===== config.mk =====
export PLATFORM = sky130hd
export DESIGN_NAME = efla_alu
export DESIGN_NICKNAME = d
export VERILOG_FILES = /design/src/rtl/efla_pkg.sv /design/src/rtl/efla_alu.sv
export SDC_FILE = /design/constraint.sdc
export NUM_CORES = 1
export LEC_CHECK = 0
export BUFFER_PORTS_ARGS = -buffer_cell sky130_fd_sc_hd__buf_2
export CAP_MARGIN = 30
export CORE_MARGIN = 10
export CORE_UTILIZATION = 59
export DETAILED_ROUTE_END_ITERATION = 10
export PLACE_DENSITY = 0.95
export SLEW_MARGIN = 20
export SYNTH_ARGS = -nofsm -noshare
export SYNTH_HDL_FRONTEND = slang
export SYNTH_SLANG_ARGS = --single-unit

===== constraint.sdc =====
create_clock -name vclk -period 4.7
set_clock_uncertainty 0.05 [all_clocks]
set_input_delay 0.94 -clock vclk [all_inputs]
set_output_delay 0.94 -clock vclk [all_outputs]
set_load 0.02 [all_outputs]

===== src/rtl/efla_pkg.sv =====
// ----------------------------------------------------------------------------
// efla_pkg
// shared types and constants of the exact-fit free-list allocator
// ----------------------------------------------------------------------------
package efla_pkg;

	localparam int unsigned HEAP_BYTES   = 65536;
	localparam int unsigned FREE_SLOTS   = 64;
	localparam int unsigned HEADER_BYTES = 16;

	localparam int unsigned HDR_DEPTH = HEAP_BYTES / 8;
	localparam int unsigned HDR_AW    = $clog2(HDR_DEPTH);
	localparam int unsigned FT_AW     = $clog2(FREE_SLOTS);
	localparam int unsigned CNT_W     = FT_AW + 1;

	localparam int unsigned OFF_W  = 16;
	localparam int unsigned SIZE_W = 17;
	localparam int unsigned SZ_W   = SIZE_W + 1;
	localparam int unsigned ALU_W  = SIZE_W + 2;

	localparam logic [1:0] OP_ALLOC = 2'd0;
	localparam logic [1:0] OP_FREE  = 2'd1;
	localparam logic [1:0] OP_INIT  = 2'd2;

	typedef struct packed {
		logic [1:0]        op;
		logic [SIZE_W-1:0] req_size;
		logic [OFF_W-1:0]  free_offset;
	} in_item_t;

	typedef struct packed {
		logic [OFF_W-1:0] block_offset;
		logic             ok;
		logic             from_free_list;
	} out_item_t;

	typedef struct packed {
		logic [OFF_W-1:0]  offset;
		logic [SIZE_W-1:0] size;
	} table_entry_t;

endpackage


===== src/rtl/efla_alu.sv =====
// ----------------------------------------------------------------------------
// efla_alu
// shared add/subtract and magnitude compare unit of the sequencer
// ----------------------------------------------------------------------------
module efla_alu (
	input  logic [efla_pkg::ALU_W-1:0] a,
	input  logic [efla_pkg::ALU_W-1:0] b,
	input  logic                       sub,
	output logic [efla_pkg::ALU_W-1:0] res,
	output logic                       lt,
	output logic                       eq
);

	import efla_pkg::*;

	always_comb begin
		res = sub ? (a - b) : (a + b);
		lt  = (a < b);
		eq  = (a == b);
	end

endmodule

Word-level counts from Yosys, hierarchy flattened
Index checks and enable logic that the tools add are counted.
Cells by class
  add/subtract/negate cells: 2
  order comparisons: 1
  equal/unequal tests: 1
  muxes and demuxes: 1
Operators by type and width (number)
  19-bit adder: 1
  19-bit equality test: 1
  19-bit < comparator: 1
  19-bit two-way mux: 1
  19-bit subtractor: 1
Storage, ports and cells
  flip-flop bits (word level): 0
  input bits: 39
  output and inout port bits: 21
  word-level logic and storage cells: 5

Logic depth before layout (Yosys ltp)
  depth after elaboration: 2
  mapped depth: 11
  depth with buffers taken out: 11

Least setup slack after synthesis
No wires, ideal clock.
  path type: in2out
  from: input port a[0] in the netlist's numbering
  to: output port res[18] in the netlist's numbering
  arrival: 3071 ps
  data required time: 3710 ps
  setup slack: 639 ps
  stages on the path: 11
  path buffers: 0
  path through: inv_1 -> ha_1 -> inv_1 -> fa_1 -> a21oi_1 -> o221ai_2 -> nand4_2 -> a2111oi_4 -> or4b_1 -> nand3_1 -> xor2_1
On the way
  longest elaborated chain between the ends: 2
  elaborated cells on any way between the ends: 3
  classes of those cells: add/sub (2); mux (1)
RTL lines
  start, declared: RTL line efla_alu.sv:6  | input logic [efla_pkg::ALU_W-1:0] a,
  19-bit adder / 19-bit subtractor (equally long branches): RTL line efla_alu.sv:17  | res = sub ? (a - b) : (a + b);
  19-bit two-way mux *: RTL line efla_alu.sv:17
  end, declared: RTL line efla_alu.sv:9  | output logic [efla_pkg::ALU_W-1:0] res,
Every way passes the cells marked *; elsewhere a longest branch is shown, timed or not.

Final worst setup path
  from: input port b[4] in the netlist's numbering
  to: output port res[18] in the netlist's numbering
On the way
  longest elaborated chain between the ends: 2
  elaborated cells on any way between the ends: 3
  classes of those cells: add/sub (2); mux (1)
RTL lines
  start, declared: RTL line efla_alu.sv:7  | input logic [efla_pkg::ALU_W-1:0] b,
  19-bit adder / 19-bit subtractor (equally long branches): RTL line efla_alu.sv:17
  19-bit two-way mux *: RTL line efla_alu.sv:17
Marks and branches as above.

==> results.json <==
{
  "status": "completed",
  "drt_iter0_drc": 242,
  "design_area_sq_um": 2180,
  "rows": 20,
  "crit_chain": "buf_2, inv_1, ha_1, nand3_1, o221ai_2, nand4_2, a2111oi_4, or4b_1, nand3_1, xor2_1, buf_2",
  "dr_wl_met3_um": 499,
  "netlist.area_leader.share": 0.243,
  "pwr-share-comb": 1.000,
  "regArea_sq_um": 0,
  "highest_layer": "met4",
  "postCtsSetupBuffers": 0,
  "final_cells": 367,
  "postSynthAreaPerCell_sq_um": 6.86,
  "nClkBuffers": 0,
  "max_stage_delay_ns": 0.47,
  "seqPwrFrac": 0,
  "yosys_warnings": 0,
  "yosys.area.top_type": "ha_1",
  "ioPinCount": 60,
  "critPathRequiredTime_ns": 3.71,
  "global_route.overflow_total": 0,
  "maxCapViolCount": 0,
  "net-switching-power_mw": 0.212,
  "critPathLaunchType": "input pin",
  "cpLargestDelayFamily": "simple AND/OR/NAND/NOR gates",
  "placed_area_sq_um": 2180,
  "leakage_nw": 1.10,
  "dp.cells": 367,
  "drt_pass1_iterations": 5,
  "cp-end-kind": "primary output",
  "ctsResizeCount": 0,
  "tightest_slew_ns": 0.562,
  "synth_area_sq_um": 1910,
  "diodes": 0,
  "routedWlPerCell_um": 14.8,
  "setup.worst_path.class": "input pin to primary output",
  "total_power_mw": 0.343,
  "sw_frac_of_total": 0.617,
  "yosysUniqueCellTypes": 52,
  "drtAntennaViolNets": 0,
  "vias_per_cell": 5.96,
  "area_growth_pct": 14.0,
  "setup_viol": 0,
  "final_nets": 403,
  "slowest_stage": "or4b_1",
  "fillers": 271,
  "rsz0062_at_grt": "no",
  "fin_tns_setup_ns": 0,
  "synth_top_family_by_area": "compound AO/OA/AOI/OAI gates",
  "wl_met2_mm": 2.58,
  "clockPowerShare": 0,
  "path_buf_inv": 3,
  "synth_compound_gate_area_share": 0.328,
  "antenna_found_initial": 0,
  "grt.total_usage": 0.172,
  "die_w_um": 76.9,
  "final-max-slew-violation-count": 0,
  "irDropWorstVdd_mv": 0.0851,
  "grt_pass1_wl_mm": 9.29,
  "slew_headroom": 0.625,
  "gp_congestion": 0.948,
  "power_density_nw_per_um2": 158,
  "grt_max_degree": 33,
  "syn_inst": 278,
  "worst_ep_arrival_time_ns": 3.36,
  "hold_viol": 0,
  "vias": 2186,
  "synth_area_leaders": "ha_1 (24%), a21oi_1 (8.9%), inv_1 (7.3%)",
  "dp_hpwl_mm": 4.59,
  "portBuffers": 60,
  "max_freq_ghz": 0.230,
  "finalCriticalPeriod_ns": 4.35,
  "synth-simple-area-share": 0.205,
  "synthAdderAreaFrac": 0.264,
  "wl_met1_mm": 2.27,
  "final_core_util": 0.707,
  "muxShareOfSynthArea": 0.00525,
  "design.core.area_sq_um": 3080,
  "ys_top_cells_by_count": "ha_1 (37), inv_1 (37), a21oi_1 (34)",
  "seq_cell_count": 0,
  "syn-num-nets": 356,
  "critical_path.max_fanout": 10,
  "drcViolationCount": 0,
  "yosysSeqAreaShare": 0,
  "grt_pass1_vias": 2084,
  "finalCritPeriodShare": 0.926,
  "die-area_sq_um": 5910,
  "drive_above_1_share": 0.217,
  "synth_xor_area_frac": 0.0780,
  "hold_buffers": 0,
  "wl_mm": 5.42,
  "p_int_mw": 0.131,
  "fp.dieH_um": 76.9,
  "start_util": 0.620,
  "hp-class": "input pin to primary output"
}
-- kinds of logic after synthesis --
family	after synthesis
AOI/OAI and AO/OA	90
buffers and inverters	53
adders and majority gates	39
muxes	1
and+or+nand+nor	78
xor gates and xnor gates	17
-- layout by cell type (no fill, tap or decap), types with 2 or more instances in the layout --
cell / n
o21bai_1: 4
ha_1: 37
nand2b_1: 2
and2_1: 3
nor3_1: 7
fa_1: 2
a21o_1: 2
xor2_1: 4
a2bb2oi_1: 2
o211ai_1: 4
a221oi_1: 3
o31ai_1: 5
or3_1: 3
a31oi_1: 2
nand2_1: 17
o21ai_0: 10
xnor2_1: 13
o221a_2: 2
o311ai_0: 2
a21boi_0: 2
a21oi_1: 34
buf_2: 60
nand3_1: 11
inv_1: 37
nor2_1: 19
a211oi_1: 3
nand4_1: 3
o31a_1: 3
nor2b_1: 7
-- worst min-delay path, stage by stage --
cell   delay, ns
buf_2       0.09
ha_1        0.13
inv_1       0.04
buf_2       0.15
-- power by group through the flow --
stage | Sequential (mW) | Clock [mW] | Combinational (mW)
global placement | 0 | 0 | 0.333
detailed placement | 0 | 0 | 0.340
floorplan | 0 | 0 | 0.247
global route | 0 | 0 | 0.377
CTS | 0 | 0 | 0.341
finish | 0 | 0 | 0.343
-- stage by stage --
step,setup WS (ns),hold slack [ns]
after floorplan,0.639,2.03
after global placement,0.459,2.23
after detailed placement,0.363,2.24
after CTS,0.367,2.24
after global routing,0.158,2.29
final,0.347,2.24
-- final cells by class --
type | count | area (sq um) | share of cell area
tap | 44 | 55.1 | 0.0253
timing repair buffer | 60 | 300 | 0.138
inverter | 38 | 143 | 0.0656
multi-input combinational | 225 | 1680 | 0.771
-- worst paths after layout --
kind              start      end  slack, ns  depth (start not counted)
setup / recovery   b[4]  res[18]       0.35                         11
hold / removal     b[0]   res[0]       2.24                          4
-- layer usage --
metal | GRT usage | up-vias
li1 | - | 1075
met1 | 0.220 | 989
met2 | 0.295 | 114
met3 | 0.0280 | 8
met4 | 0.0279 | 0
met5 | 0 | -
(Power assumes the default switching activity.)
