## src/rtl/efla_ram.sv

```systemverilog
// ----------------------------------------------------------------------------
// efla_ram
// simple dual-port memory, one write and one registered read per cycle
// ----------------------------------------------------------------------------
module efla_ram #(
	parameter int unsigned WIDTH = 8,
	parameter int unsigned DEPTH = 64
) (
	input  logic                     clk,
	input  logic                     we,
	input  logic [$clog2(DEPTH)-1:0] waddr,
	input  logic [WIDTH-1:0]         wdata,
	input  logic [$clog2(DEPTH)-1:0] raddr,
	output logic [WIDTH-1:0]         rdata
);

	logic [WIDTH-1:0] mem [DEPTH];

	always_ff @(posedge clk) begin
		if (we) begin
			mem[waddr] <= wdata;
		end
		rdata <= mem[raddr];
	end

endmodule

```

## config.mk

```make
export PLATFORM = sky130hd
export DESIGN_NAME = efla_ram
export DESIGN_NICKNAME = d
export VERILOG_FILES = /design/src/rtl/efla_ram.sv
export SDC_FILE = /design/constraint.sdc
export NUM_CORES = 1
export LEC_CHECK = 0
export CORE_MARGIN = 5
export CORE_UTILIZATION = 50
export CTS_CLUSTER_SIZE = 24
export DETAILED_ROUTE_END_ITERATION = 12
export DONT_BUFFER_PORTS = 1
export PLACE_DENSITY = 0.76
export SLEW_MARGIN = 25
export SYNTH_ARGS = -nofsm -noshare
export SYNTH_HDL_FRONTEND = slang
export SYNTH_SLANG_ARGS = --single-unit
```

## constraint.sdc

```tcl
create_clock -name clk -period 2.45 [get_ports clk]
set_clock_uncertainty 0.05 [all_clocks]
set_input_delay 0.1225 -clock clk [delete_from_list [all_inputs] [get_ports clk]]
set_output_delay 0.1225 -clock clk [all_outputs]
set_load 0.01 [all_outputs]
```

Yosys cells after proc, flatten, opt, wreduce, memory -nomap -nowiden
Memory sizes are Yosys's and may differ from the RTL's. A register that Yosys moved wholly into a read port is not among the register bits.
Cells that the tools add are included.
W data, S select, Z words.

word-level totals
  logic and storage cells = 3
  output and inout port bits = 8
  memory bits (writable) = 512
  bits of input ports = 22
  flip-flop bits (word level) = 0
  memories kept = 1

memories
  name  depth  width  read ports  clocked after memory_dff  wr ports  line  RTL
  mem   64     8      1           1                         1         17    logic [WIDTH-1:0] mem [DEPTH];

operators by class
  muxes and demuxes = 2

operators by type and width
  cell     number
  $mux W1  2

Depth between registers and ports, before layout
Gate-level depths: netlist of run 1.

  depth after elaboration = 2
  mapped depth = 9
  gate-level depth less buffers = 5

Least setup slack after synthesis of run 1
No wires, ideal clock.

  kind = input to register
  from = input raddr[1]
  to = register rdata[3] (read register of mem)
  stages = 7
  setup time = 128 ps
  slack = 610 ps
  path buffers = 3
  data arrival time = 1,662 ps
  required time = 2,272 ps
  path through = buf_4 buf_2 buf_2 mux4_2 mux4_2 o21ai_1 o41ai_1

RTL lines
  item                line  RTL
  start: declaration  13    input logic [$clog2(DEPTH)-1:0] raddr,
  end: declaration    14    output logic [WIDTH-1:0] rdata

==> metrics.txt, run 1 <==
# TYPE chip_impl_metric gauge
chip_impl_metric{name="synth_seq_cells",unit=""} 520
chip_impl_metric{name="postSynthCellCount",unit=""} 940
chip_impl_metric{name="synth.yosys.warnings",unit=""} 0
chip_impl_metric{name="timing.reg2reg.worst_path_depth",unit=""} 5
chip_impl_metric{name="port_buffers",unit=""} 0
chip_impl_metric{name="regArea",unit="sq um"} 15500
chip_impl_metric{name="fin_crit",unit="ns"} 2.31
chip_impl_metric{name="cell_area_after_synthesis",unit="sq um"} 20200
chip_impl_metric{name="arrival",unit="ns"} 2.71
chip_impl_metric{name="detailedRoute.firstPassIterationCount",unit=""} 5
chip_impl_info{name="rr_startpoint",value="mem[44][2]$_DFFE_PP_"} 1
chip_impl_info{name="crit_path_end_kind",value="register"} 1
chip_impl_metric{name="grtUsageMet1",unit="%"} 27.9
chip_impl_metric{name="maximum_number_of_pins_on_one_net_before_global_route_repair",unit=""} 138
chip_impl_info{name="post_synthesis_cell_type_with_the_largest_combined_area",value="sky130_fd_sc_hd__edfxtp_1"} 1
chip_impl_metric{name="placedCellCount",unit=""} 1482
chip_impl_metric{name="globalRouteMet3Util",unit="%"} 4.63
chip_impl_metric{name="maximum_clock_frequency",unit="MHz"} 433
chip_impl_metric{name="place_congestion",unit=""} 0.790
chip_impl_metric{name="instances_no_fill",unit=""} 1605
chip_impl_metric{name="synth.lib_cells_used.distinct",unit=""} 40
chip_impl_info{name="layout_common_cells",value="sky130_fd_sc_hd__edfxtp_1, sky130_fd_sc_hd__mux4_2, sky130_fd_sc_hd__nor2_1"} 1
chip_impl_info{name="leading_cell_type_in_the_layout_fill_and_taps_excluded",value="sky130_fd_sc_hd__edfxtp_1"} 1
chip_impl_metric{name="clock_sink_count",unit=""} 520
chip_impl_metric{name="die_area",unit="sq um"} 44400
chip_impl_metric{name="clock_tree.htree_level_count",unit=""} 2
chip_impl_metric{name="top_level_i_o_count",unit=""} 30
chip_impl_info{name="timing.setup.critical_path_class",value="register to register"} 1
chip_impl_metric{name="clkTransAtPathRegs",unit="ns"} 0.07
chip_impl_metric{name="timing.hold.worst_path_depth",unit=""} 4
chip_impl_info{name="worstSetupStartpointType",value="register"} 1
chip_impl_metric{name="gr-total-overflow",unit=""} 0
chip_impl_metric{name="postSynth.asyncResetShare",unit="%"} 0
chip_impl_metric{name="slew_violations",unit=""} 0
chip_impl_metric{name="pwr_density_cell",unit="nW/um^2"} 779
chip_impl_info{name="timing.rr.end",value="rdata[2]$_DFF_P_"} 1
chip_impl_metric{name="timing.max_slew.rel_slack",unit="%"} 37.8
chip_impl_metric{name="clock_insertion_delay_worst_skew",unit="ns"} 0.57
chip_impl_info{name="hold_end",value="rdata[7]$_DFF_P_"} 1
chip_impl_metric{name="layout_worst_path_cycle_share",unit="%"} 94.2
chip_impl_metric{name="drc",unit=""} 0
chip_impl_metric{name="hold_viol",unit=""} 0
chip_impl_metric{name="vias_per_cell",unit=""} 6.19
chip_impl_metric{name="num_rows",unit=""} 73
chip_impl_metric{name="final_area",unit="sq um"} 23000
chip_impl_metric{name="timing.critical_path.fanout_max",unit=""} 1
chip_impl_metric{name="initial_core_util",unit="%"} 50.6
chip_impl_metric{name="ctsLongestPathBuffers",unit=""} 3
chip_impl_info{name="status",value="complete, no violations"} 1
chip_impl_metric{name="seq_area_frac_synth",unit="%"} 77.0
chip_impl_metric{name="globalRouteTotalUtil",unit="%"} 19.9
chip_impl_metric{name="total_leakage_power",unit="nW"} 7.29
chip_impl_metric{name="timing.setup.tns",unit="ns"} 0
chip_impl_metric{name="hpwl",unit="um"} 24100
chip_impl_metric{name="num_vias",unit=""} 9930
chip_impl_metric{name="timing.final.setup_violations",unit=""} 0
chip_impl_metric{name="first_global_vias",unit=""} 10176
chip_impl_metric{name="wire_per_inst",unit="um"} 27.3
chip_impl_metric{name="grt_antenna_before_repair",unit=""} 2
chip_impl_info{name="setup_repair_after_global_routing_missed_its_margin",value="false"} 1
chip_impl_info{name="min-delay-start",value="raddr[3]"} 1
chip_impl_metric{name="die_h",unit="um"} 211
chip_impl_metric{name="worst-slew-pin-transition",unit="ns"} 0.909
chip_impl_metric{name="max_capacitance_violation_count",unit=""} 0
chip_impl_info{name="yosys_most_used_dff",value="sky130_fd_sc_hd__edfxtp_1"} 1
chip_impl_metric{name="post-place-ws",unit="ns"} 0.208
chip_impl_metric{name="core_area",unit="sq um"} 39800
chip_impl_metric{name="vdd_ir_drop_max",unit="mV"} 0.663
chip_impl_metric{name="final.setup.worst_slack",unit="ns"} 0.141
chip_impl_metric{name="final_net_count",unit=""} 1064
chip_impl_info{name="synth_top_cells_by_area",value="sky130_fd_sc_hd__edfxtp_1, sky130_fd_sc_hd__mux4_2, sky130_fd_sc_hd__nor2_1"} 1
chip_impl_metric{name="number_of_synthesized_flops_with_an_enable_pin",unit=""} 512
chip_impl_metric{name="final_core_utilization",unit="%"} 57.9
chip_impl_metric{name="routed_wirelength",unit="um"} 43900
chip_impl_metric{name="final_layout_size_suffix_gt1_share",unit="%"} 26.9
chip_impl_info{name="clock_tree_from_tritoncts",value="yes"} 1
chip_impl_metric{name="tritoncts.num_buffers",unit=""} 49
chip_impl_metric{name="globalRouteMet2Util",unit="%"} 32.0
chip_impl_metric{name="placedInstanceArea",unit="sq um"} 21000
chip_impl_metric{name="drt_first_iter_violations",unit=""} 1210
chip_impl_metric{name="synth.top_cell.area_share",unit="%"} 76.2
chip_impl_metric{name="die_width",unit="um"} 211
chip_impl_info{name="min-delay-path-class",value="primary input to register"} 1
chip_impl_metric{name="global_route_wire_length_before_repair",unit="um"} 65700
chip_impl_metric{name="hold-worst-slack",unit="ns"} 0.0194
chip_impl_metric{name="fill_cells",unit=""} 2847
chip_impl_metric{name="power",unit="mW"} 17.9
chip_impl_metric{name="multiInputGateArea",unit="sq um"} 4320
chip_impl_metric{name="worst_ep_required_time",unit="ns"} 2.85
chip_impl_metric{name="count_of_antenna_violating_nets_left_after_detailed_routing",unit=""} 0
chip_impl_metric{name="synth_fp_nets",unit=""} 962
chip_impl_metric{name="worst-r2r-setup-slack",unit="ns"} 0.14
chip_impl_metric{name="post_synth.cell_area_avg",unit="sq um"} 21.5
chip_impl_info{name="cts.root.buffer_cell",value="sky130_fd_sc_hd__clkbuf_16"} 1
chip_impl_metric{name="area.growth.synth_to_final",unit="%"} 14.3
chip_impl_info{name="grt_most_used_layer",value="met2"} 1
worst max-delay path, stage by stage (launching register included):
cell and delay, ns:
sky130_fd_sc_hd__edfxtp_1 0.40, sky130_fd_sc_hd__mux4_2 0.49, sky130_fd_sc_hd__mux2_2 0.29, sky130_fd_sc_hd__a221oi_1 0.28, sky130_fd_sc_hd__dlygate4sd3_1 0.61, sky130_fd_sc_hd__o2bb2ai_1 0.08
metal layers:
metal / vias up / share of wire [%]
li1: 4141 / -
met1: 5180 / 38
met2: 530 / 49
met3: 79 / 9.6
met4: 0 / 2.8
met5: - / 0
cell usage after synthesis, types with 11 or more instances:
cell and instances:
sky130_fd_sc_hd__edfxtp_1 512, sky130_fd_sc_hd__nand2_1 19, sky130_fd_sc_hd__mux4_2 126, sky130_fd_sc_hd__buf_4 13
sky130_fd_sc_hd__nor2b_1 14, sky130_fd_sc_hd__mux2i_1 23, sky130_fd_sc_hd__nor2_1 83, sky130_fd_sc_hd__nand3_1 13
sky130_fd_sc_hd__clkbuf_1 17, sky130_fd_sc_hd__buf_2 11, sky130_fd_sc_hd__mux2_2 13
state kept, by name, summed over array words and instances (netlist names):
| name | count |
|---|---|
| rdata | 8 |
| mem | 512 |
power breakdown:
part	leakage (nW)	internal [mW]	switching, mW	total (mW)
Combinational	1.85	0.359	0.396	0.755
Clock	0.771	4.19	3.12	7.31
Sequential	4.67	9.84	0.0348	9.88
how the worst max path moves through the flow:
stage | startpoint | endpoint | cells after the start
2_1_floorplan | raddr[1] | rdata[3]$_DFF_P_ | 7
5_1_grt | mem[28][6]$_DFFE_PP_ | rdata[6]$_DFF_P_ | 5
3_5_place_dp | mem[3][5]$_DFFE_PP_ | rdata[5]$_DFF_P_ | 4
4_1_cts | mem[42][2]$_DFFE_PP_ | rdata[2]$_DFF_P_ | 5
6_report | mem[44][2]$_DFFE_PP_ | rdata[2]$_DFF_P_ | 5
3_3_place_gp | mem[3][5]$_DFFE_PP_ | rdata[5]$_DFF_P_ | 4
area by class of cell:
class | instances | area share [%]
timing repair buffer | 102 | 4.28
antenna | 1 | 0.0109
clock inverter | 34 | 1.30
sequential | 520 | 67.4
tap | 525 | 2.85
clock buffer | 54 | 5.40
multi-input combinational | 369 | 18.7
logic make-up (layout without fill, tap and decap cells):
family	count (synthesis)	in the layout	synth area share, %
flip-flops	520	520	77.0
multiplexers	162	162	15.9
AND/OR/NAND/NOR	153	153	3.39
AO/OA/AOI/OAI	54	54	2.07
buffers and inverters	51	190	1.57
other	0	1	0
what timing repair did:
action | in CTS | in global routing
gates resized for setup | 0 | 0
hold endpoints to repair | 572 | 1
setup buffers | 0 | 0
endpoints found under the setup margin | 0 | 0
hold buffers | 33 | 1
(Power assumes the default switching activity.)
==> inputs of run 2 (changes only) <==
- CORE_MARGIN: 5 -> unset
- HOLD_SLACK_MARGIN: unset -> 0.05
- SLEW_MARGIN: 25 -> 10
==> run 2 against run 1 <==
Final cell count up 0.44%. Core utilization is 0.46 points higher. Sequential power is essentially flat. Global-route usage grew 2.0 points. Worst setup slack worse by 0.044 ns. Die area fell by 7.4%. Critical endpoint is now rdata[1]$_DFF_P_.
==> metrics.txt, run 2 (synthesis results as in run 1) <==
# TYPE chip_impl_metric gauge
chip_impl_metric{name="detailedRoute.firstPassIterationCount",unit=""} 5
chip_impl_metric{name="p_comb_share",unit="%"} 4.3
chip_impl_metric{name="tritoncts.num_buffers",unit=""} 46
chip_impl_metric{name="max_ffs_per_register",unit=""} 512
chip_impl_metric{name="maximum_clock_frequency",unit="MHz"} 425
chip_impl_metric{name="power.share.sequential",unit="%"} 54.6
chip_impl_info{name="crit_slowest_cell",value="sky130_fd_sc_hd__dlygate4sd3_1"} 1
chip_impl_metric{name="core_area",unit="sq um"} 39700
chip_impl_metric{name="worst-r2r-setup-slack",unit="ns"} 0.1
chip_impl_metric{name="post-cts-setup-buffers",unit=""} 0
chip_impl_metric{name="clock_tree.htree_level_count",unit=""} 2
chip_impl_info{name="cts.root.buffer_cell",value="sky130_fd_sc_hd__clkbuf_16"} 1
chip_impl_metric{name="initial_core_util",unit="%"} 50.8
chip_impl_metric{name="gr-total-overflow",unit=""} 0
chip_impl_metric{name="die_area",unit="sq um"} 41100
chip_impl_metric{name="wire_per_inst",unit="um"} 27.1
chip_impl_metric{name="drc",unit=""} 0
chip_impl_metric{name="switching_power",unit="mW"} 3.51
chip_impl_metric{name="clock_sink_count",unit=""} 520
chip_impl_info{name="rr_startpoint",value="mem[29][1]$_DFFE_PP_"} 1
chip_impl_metric{name="clkTransAtPathRegs",unit="ns"} 0.07
chip_impl_metric{name="drt_first_iter_violations",unit=""} 1169
chip_impl_metric{name="clock_insertion_delay_worst_skew",unit="ns"} 0.56
chip_impl_info{name="timing.setup.critical_path_class",value="register to register"} 1
chip_impl_metric{name="area.growth.synth_to_final",unit="%"} 14.9
chip_impl_metric{name="port_buffers",unit=""} 0
chip_impl_info{name="reg_top3",value="mem x512, rdata x8"} 1
chip_impl_metric{name="vias_per_cell",unit=""} 6.20
chip_impl_info{name="crit_path_end_kind",value="register"} 1
chip_impl_info{name="leading_cell_type_in_the_layout_fill_and_taps_excluded",value="sky130_fd_sc_hd__edfxtp_1"} 1
chip_impl_metric{name="max_capacitance_violation_count",unit=""} 0
chip_impl_info{name="layout_common_cells",value="sky130_fd_sc_hd__edfxtp_1, sky130_fd_sc_hd__mux4_2, sky130_fd_sc_hd__nor2_1"} 1
chip_impl_metric{name="power_switching_share",unit="%"} 19.4
chip_impl_info{name="hold_end",value="rdata[2]$_DFF_P_"} 1
chip_impl_metric{name="global_route_wire_length_before_repair",unit="um"} 65000
chip_impl_info{name="worstSetupStartpointType",value="register"} 1
chip_impl_info{name="min-delay-start",value="raddr[2]"} 1
chip_impl_metric{name="slew_violations",unit=""} 0
chip_impl_metric{name="die_h",unit="um"} 203
chip_impl_metric{name="hold_viol",unit=""} 0
chip_impl_metric{name="first_global_vias",unit=""} 10146
chip_impl_metric{name="timing.hold.worst_path_depth",unit=""} 4
chip_impl_metric{name="fin_crit",unit="ns"} 2.35
chip_impl_info{name="setup_repair_after_global_routing_missed_its_margin",value="false"} 1
chip_impl_metric{name="n_antenna_cell",unit=""} 0
chip_impl_metric{name="grt_antenna_before_repair",unit=""} 1
chip_impl_metric{name="final_layout_size_suffix_gt1_share",unit="%"} 27.0
chip_impl_metric{name="timing.max_slew.rel_slack",unit="%"} 22.3
chip_impl_metric{name="final.setup.worst_slack",unit="ns"} 0.0979
chip_impl_metric{name="timing.setup.tns",unit="ns"} 0
chip_impl_metric{name="routed_wirelength",unit="um"} 43700
chip_impl_metric{name="maximum_number_of_pins_on_one_net_before_global_route_repair",unit=""} 137
chip_impl_metric{name="p_clk_share",unit="%"} 41.1
chip_impl_metric{name="count_of_antenna_violating_nets_left_after_detailed_routing",unit=""} 0
chip_impl_info{name="timing.critical_path.cells",value="mux4_2 > mux2_2 > o22ai_1 > nand2_1 > dlygate4sd3_1 > o2bb2ai_1"} 1
chip_impl_metric{name="die_width",unit="um"} 203
chip_impl_metric{name="hpwl",unit="um"} 24000
chip_impl_info{name="clock_tree_from_tritoncts",value="yes"} 1
chip_impl_metric{name="timing.critical_path.fanout_max",unit=""} 1
chip_impl_metric{name="layout_worst_path_cycle_share",unit="%"} 96.0
chip_impl_metric{name="post-place-ws",unit="ns"} 0.169
chip_impl_metric{name="timing.final.setup_violations",unit=""} 0
chip_impl_metric{name="critPathBufInv",unit=""} 1
chip_impl_info{name="largest-register",value="mem"} 1
chip_impl_info{name="min-delay-path-class",value="primary input to register"} 1
chip_impl_metric{name="num_rows",unit=""} 73
chip_impl_metric{name="arrival",unit="ns"} 2.71
chip_impl_metric{name="worst_ep_required_time",unit="ns"} 2.81
chip_impl_metric{name="top_level_i_o_count",unit=""} 30
chip_impl_metric{name="fill_cells",unit=""} 2721
chip_impl_metric{name="place_congestion",unit=""} 0.847
chip_impl_info{name="status",value="complete, no violations"} 1
chip_impl_metric{name="worst-slew-pin-transition",unit="ns"} 1.16
chip_impl_metric{name="timing.reg2reg.worst_path_depth",unit=""} 6
chip_impl_info{name="crit_family",value="multiplexers"} 1
chip_impl_metric{name="vdd_ir_drop_max",unit="mV"} 0.472
chip_impl_info{name="timing.rr.end",value="rdata[1]$_DFF_P_"} 1
chip_impl_metric{name="final_net_count",unit=""} 1072
chip_impl_metric{name="num_vias",unit=""} 10002
chip_impl_metric{name="globalRouteTotalUtil",unit="%"} 21.9
chip_impl_metric{name="cpPeakStageDelay",unit="ns"} 0.60
chip_impl_metric{name="power",unit="mW"} 18.1
chip_impl_metric{name="pwr_density_cell",unit="nW/um^2"} 781
chip_impl_metric{name="ctsLongestPathBuffers",unit=""} 3
chip_impl_metric{name="internal_power",unit="mW"} 14.6
chip_impl_metric{name="total_leakage_power",unit="nW"} 7.35
==> run 2: cell count changes in the layout (fill, tap and decap cells not counted), moves of 3 or more <==
cell,before,now
sky130_fd_sc_hd__inv_6,4,0
sky130_fd_sc_hd__buf_4,68,75
sky130_fd_sc_hd__clkinv_2,13,10
sky130_fd_sc_hd__dlygate4sd3_1,25,29
==> run 2: layer usage <==
metal	track usage [%]	vias to the layer above	routed length (um)
met2	35.6	510	21500
met5	0	-	12
met3	3.52	101	3450
met1	29.8	5243	17000
met4	9.10	2	1760
li1	-	4146	-
==> run 2: final cells by class <==
cell class | instances | area, sq um | share of cell area (%)
clock buffer | 56 | 1250 | 5.40
timing repair buffer | 113 | 1090 | 4.72
sequential | 520 | 15500 | 67.0
tap | 525 | 657 | 2.83
multi-input combinational | 369 | 4320 | 18.7
clock inverter | 29 | 313 | 1.35
==> run 2: tightest hold or removal path: cells and delay by family <==
family / cells / cell delay, ns
multiplexers: 1 / 0.17
AND/OR/NAND/NOR: 2 / 0.19
AO/OA/AOI/OAI: 1 / 0.13
==> run 2: what timing repair did <==
item,in CTS,in global routing
hold buffers,38,0
gates resized for setup,0,1
hold endpoints to repair,605,0
setup endpoints to repair,0,1
==> run 2: power by group through the flow <==
stage          registers (mW)  logic (mW)  clock network (mW)
3_5_place_dp             10.1       0.503                   0
5_1_grt                  9.88       0.805                7.84
6_report                 9.88       0.770                7.44
4_1_cts                  9.89       0.766                7.52
3_3_place_gp             10.1       0.496                   0
2_1_floorplan            10.1       0.525                   0
==> run 2: worst max-delay path by stage <==
stage	start	endpoint	slack (ns)	cells past startpoint
floorplan	raddr[1]	rdata[3]$_DFF_P_	0.61	7
global placement	mem[47][1]$_DFFE_PP_	rdata[1]$_DFF_P_	0.18	4
detailed placement	mem[41][1]$_DFFE_PP_	rdata[1]$_DFF_P_	0.17	4
CTS	mem[29][0]$_DFFE_PP_	rdata[0]$_DFF_P_	0.04	6
global route	mem[29][0]$_DFFE_PP_	rdata[0]$_DFF_P_	0.04	6
finish	mem[29][1]$_DFFE_PP_	rdata[1]$_DFF_P_	0.1	6
==> run 2: metrics by stage <==
stage | hold slack (ns) | cell area (sq um) | util (%) | std cells
after floorplan | 0.171 | 20200 | - | 940
after global placement | 0.181 | 21100 | 53.0 | 1489
after detailed placement | 0.180 | 21100 | 53.0 | 1489
after CTS | 0.0503 | 23200 | 58.3 | 1612
after global routing | 0.0725 | 23200 | 58.3 | 1612
final | 0.0824 | 23200 | 58.3 | 1612
